**src/hw/rtl/vbs_pkg.sv**
```systemverilog
// ----------------------------------------------------------------------------
// vbs_pkg
// Shared sizes, register indexes, reset values and helpers for the ViBe
// grayscale background subtractor.
// ----------------------------------------------------------------------------
package vbs_pkg;

    // storage geometry
    localparam int NUM_SAMPLES = 16;
    localparam int FRAME_ROWS  = 128;
    localparam int FRAME_COLS  = 128;

    localparam int ROW_W  = $clog2(FRAME_ROWS);
    localparam int COL_W  = $clog2(FRAME_COLS);
    localparam int ADDR_W = $clog2(FRAME_ROWS * FRAME_COLS);

    // signed width for neighbor positions and frame bounds
    localparam int POS_MAX = (ROW_W > COL_W) ? ROW_W : COL_W;
    localparam int POS_W   = ((POS_MAX > 8) ? POS_MAX : 8) + 2;

    localparam int SAMPLE_W   = 8;
    localparam int CNT_W      = 5;
    localparam int CFG_IDX_W  = 3;
    localparam int CFG_DATA_W = 8;

    // operation codes
    localparam logic OP_CLASSIFY = 1'b0;
    localparam logic OP_LOAD     = 1'b1;

    // register indexes
    localparam logic [CFG_IDX_W-1:0] REG_SAMPLE_COUNT      = 3'd0;
    localparam logic [CFG_IDX_W-1:0] REG_REQUIRED_MATCHES  = 3'd1;
    localparam logic [CFG_IDX_W-1:0] REG_MATCH_RADIUS      = 3'd2;
    localparam logic [CFG_IDX_W-1:0] REG_UPDATE_RATE_SHIFT = 3'd3;
    localparam logic [CFG_IDX_W-1:0] REG_FRAME_ROWS        = 3'd4;
    localparam logic [CFG_IDX_W-1:0] REG_FRAME_COLS        = 3'd5;

    // register reset values
    localparam logic [4:0] RST_SAMPLE_COUNT      = 5'd15;
    localparam logic [4:0] RST_REQUIRED_MATCHES  = 5'd7;
    localparam logic [7:0] RST_MATCH_RADIUS      = 8'd20;
    localparam logic [2:0] RST_UPDATE_RATE_SHIFT = 3'd2;
    localparam logic [7:0] RST_FRAME_ROWS        = 8'd128;
    localparam logic [7:0] RST_FRAME_COLS        = 8'd128;

    typedef struct packed {
        logic [4:0] sample_count;
        logic [4:0] required_matches;
        logic [7:0] match_radius;
        logic [2:0] update_rate_shift;
        logic [7:0] frame_rows;
        logic [7:0] frame_cols;
    } cfg_t;

    typedef struct packed {
        logic [CNT_W-1:0] match_count;
        logic             background;
    } class_t;

    typedef logic [NUM_SAMPLES-1:0][SAMPLE_W-1:0] sample_row_t;

    function automatic logic [ADDR_W-1:0] pixel_addr(
        input logic [ROW_W-1:0] r,
        input logic [COL_W-1:0] c
    );
        return ADDR_W'(r) * ADDR_W'(FRAME_COLS) + ADDR_W'(c);
    endfunction

    function automatic logic in_storage(
        input logic signed [POS_W-1:0] r,
        input logic signed [POS_W-1:0] c
    );
        return (r >= 0) && (c >= 0) &&
               (r < $signed(POS_W'(FRAME_ROWS))) && (c < $signed(POS_W'(FRAME_COLS)));
    endfunction

    function automatic logic in_frame(
        input logic signed [POS_W-1:0] r,
        input logic signed [POS_W-1:0] c,
        input cfg_t                    cfg
    );
        return in_storage(r, c) &&
               (r < $signed(POS_W'(cfg.frame_rows))) &&
               (c < $signed(POS_W'(cfg.frame_cols)));
    endfunction

    // update fires when the low shift bits of the draw are all zero
    function automatic logic roll_passes(
        input logic [7:0] roll,
        input logic [2:0] shift
    );
        logic [7:0] mask;
        mask = 8'((9'd1 << shift) - 9'd1);
        return (roll & mask) == 8'd0;
    endfunction

endpackage

```
**src/hw/rtl/vbs_classify.sv**
```systemverilog
// ----------------------------------------------------------------------------
// vbs_classify
// Compares a pixel value against its sample row and decides background.
// ----------------------------------------------------------------------------
module vbs_classify (
    input  vbs_pkg::sample_row_t            samples,
    input  logic                            stored,
    input  logic [vbs_pkg::SAMPLE_W-1:0]    value,
    input  logic [vbs_pkg::CNT_W-1:0]       used,
    input  vbs_pkg::cfg_t                   cfg,
    output vbs_pkg::class_t                 result
);

    logic [vbs_pkg::NUM_SAMPLES-1:0] hit;
    logic [vbs_pkg::CNT_W-1:0]       total;

    always_comb
    begin
        for (int k = 0; k < vbs_pkg::NUM_SAMPLES; k++)
        begin
            logic [vbs_pkg::SAMPLE_W-1:0] s;
            logic [vbs_pkg::SAMPLE_W-1:0] d;
            s = stored ? samples[k] : '0;
            d = (value > s) ? (value - s) : (s - value);
            hit[k] = (k < int'(used)) && (d < cfg.match_radius);
        end
    end

    // early stop in slot order equals the total capped at the requirement
    assign total = vbs_pkg::CNT_W'($countones(hit));
    assign result.match_count = (total > cfg.required_matches) ? cfg.required_matches : total;
    assign result.background  = !(result.match_count < cfg.required_matches);

endmodule

```
**config.mk**
```make
export PLATFORM = sky130hd
export DESIGN_NAME = vbs_classify
export DESIGN_NICKNAME = d
export VERILOG_FILES = /design/src/hw/rtl/vbs_pkg.sv /design/src/hw/rtl/vbs_classify.sv
export SDC_FILE = /design/constraint.sdc
export NUM_CORES = 1
export LEC_CHECK = 0
export BUFFER_PORTS_ARGS = -buffer_cell sky130_fd_sc_hd__buf_2
export CORE_MARGIN = 2
export CORE_UTILIZATION = 29
export DETAILED_ROUTE_END_ITERATION = 8
export PLACE_DENSITY = 0.46
export SYNTH_ARGS = -nofsm -noshare
export SYNTH_HDL_FRONTEND = slang
export SYNTH_SLANG_ARGS = --single-unit
export TNS_END_PERCENT = 30
```
**constraint.sdc**
```tcl
create_clock -name vclk -period 17.6
set_input_delay 3.52 -clock vclk [all_inputs]
set_output_delay 3.52 -clock vclk [all_outputs]
set_load 0.02 [all_outputs]
```
==> reports/metrics.csv <==
metric,value,unit
CTS Hold Buffers Added,0,
Tcrit/Tclk final,93.8,%
Placement Cell Area,0.0156,mm^2
DR iter-0 viols,814,
run status,completed,
CP Capture Point,result[0],
vias per inst,5.34,
"Distinct cells, synth",68,
WL per Instance,20.1,um
worst slew margin relative to its limit,34.9,%
DRC Markers,0,
die area,0.0504,mm^2
Boundary Pins,185,
Hold/Removal Path Class,in2out,
Worst setup EP type,primary output,
vias,13700,
vias in the first global route,13800,
CP Launch Type,input port,
Worst Path Arrival,12.99,ns
grt total ovfl,0,
Layout clock buffers,0,
Synth Instances,1835,
RSZ-0062 raised after global routing,false,
Seq cells,0,
CP max stage delay,0.55,ns
Post-CTS Resized,0,
"Slew Viols, Final",0,
GRT Resource Usage Total,20.1,%
Post-Syn Nets,2422,
Lkg Pwr,0.00837,uW
"Slowest-stage cell, CP",fa_1,
WS Path Type,in2out,
"critical path fanouts, max",49,
DRT Pass-1 Iters,7,
Max-Cap Viols,0,
gp weighted congestion,0.863,
post-CTS setup repair buffer count,0,
FP Rows,80,
final setup vio count,0,
sequential share of the synthesized area,0,%
Syn Area/Cell,7.68,um^2
final wirelength,51.8,mm
# fillers,5212,
DIE WIDTH,224,um
fmax,60.6,MHz
largest net degree at the start of global routing,50,
core area,0.0478,mm^2
Area Overhead vs Synth,10.8,%
total of warnings raised by yosys,0,
CP Launch Point,stored,
# nets final,2543,
final hold violation count,0,
first-pass GRT wire length,79.1,mm
initial antenna violation count,5,
port buffer count,161,
CP Data Required Time,14.08,ns
CP dominant cell by count,fa_1,
share of layout cells above drive strength 1,13.5,%
peak supply drop,0.290,mV
Initial Utilization,29.4,%
Detail Route Antenna Nets,0,
Slew @ Worst Pin,0.971,ns
final worst path period need,16.51,ns
Power per Cell Area,104,mW/mm^2
sequential cell area,0,um^2
finished layout cell area,0.0156,mm^2
synthesized area,0.0141,mm^2
chip height,224,um
setup TNS,0,ns
post-DP HPWL,40.6,mm
[how the worst min path moves through the flow]
stage | cells past startpoint | start | slack, ns | endpoint
CTS | 3 | cfg[28] | 7.44 | result[2]
detailed placement | 3 | cfg[28] | 7.44 | result[2]
floorplan | 1 | cfg[27] | 7.23 | result[1]
global route | 3 | cfg[30] | 7.46 | result[4]
finish | 3 | cfg[29] | 7.44 | result[3]
global placement | 3 | cfg[29] | 7.43 | result[3]
[cells in the mapped netlist, types with 30 or more instances]
master / n / area [um^2]
ha_1: 366 / 4580
inv_1: 176 / 661
fa_1: 42 / 841
mux2i_1: 84 / 841
a211oi_1: 49 / 368
xnor2_1: 36 / 315
nand2_1: 215 / 807
o21ai_0: 44 / 220
nand3_1: 38 / 190
a21oi_1: 160 / 801
a31oi_1: 39 / 244
xor2_1: 37 / 324
nor2_1: 42 / 158
a21o_1: 85 / 638
clkbuf_1: 57 / 214
nor2b_1: 30 / 188
[cell type report]
cell class | instances | area (um^2) | area share, %
multi-input cells | 1578 | 13100 | 83.7
inverters | 176 | 661 | 4.23
diodes | 2 | 5.00 | 0.0321
repair buffers | 200 | 1110 | 7.13
well taps | 615 | 769 | 4.93
[per-layer routing]
layer,global-route usage (%),vias up,share of wire (%)
met5,0,-,0.031
met4,2.93,2,1.7
met3,1.06,46,3.5
met2,35.2,309,47
met1,27.9,6490,48
li1,-,6872,-
[cells in the final DEF, fill, tap and decap left out, types with 5 or more instances in the layout]
master     count
nor2_1        42
inv_1        175
and3_1         6
a211o_1       15
a21o_1        85
ha_1         366
xor2_1        37
nand4_1       29
or2_2          7
xnor2_1       36
a21oi_2        5
a221oi_1       6
a21boi_0      12
nand3b_1      29
and4_1         7
nand3_1       38
o211ai_1      10
nand2_1      215
a21oi_1      160
a22oi_1        6
or4_1          5
mux2i_1       84
buf_2        160
a211oi_1      49
o31ai_1        5
o21ai_0       44
fa_1          42
mux2_2        25
o22a_1         9
o22ai_1       10
a311oi_1       5
a31oi_1       39
nor4_1         6
o21a_1        19
nor2b_1       30
and2_1        14
o2111ai_1      7
buf_4         39
nor3_1        16
[stage by stage]
step	hold WS (ns)	worst slack, ns	total power (uW)	utilization (%)	cells
finish	7.44	1.09	1630	32.6	2571
global route	7.46	0.539	1830	32.6	2570
CTS	7.44	1.01	1650	32.6	2569
detailed placement	7.44	1.02	1640	32.6	2569
global placement	7.43	1.00	1620	32.6	2569
floorplan	7.23	1.77	1200	-	1835
[kinds of logic (layout without fill, tap and decap cells)]
group	count (synthesis)	after routing	share of synthesized area, %
AO/OA/AOI/OAI	533	533	26.0
AND/OR/NAND/NOR	455	455	15.7
adder cells (fa/ha/maj)	408	408	38.5
buffers and inverters	257	376	7.26
multiplexers	109	109	7.97
XOR/XNOR	73	73	4.54
other	0	2	0
[critical path: cells and delay by family]
family                     cells  cell delay [ns]
muxes                          2             0.76
buffers and inverters          6             1.15
AOI/OAI and AO/OA             14             2.86
adders and majority gates     11             4.10
xor gates and xnor gates       1             0.27
and+or+nand+nor                2             0.33
[power by group]
group	internal (uW)	leakage, uW	switching (uW)
Combinational	714	0.00837	917
Clock	0.0000152	0.0000000127	0
Sequential	0	0	0
Total	714	0.00837	917
Power figures use the tool's default switching activity.
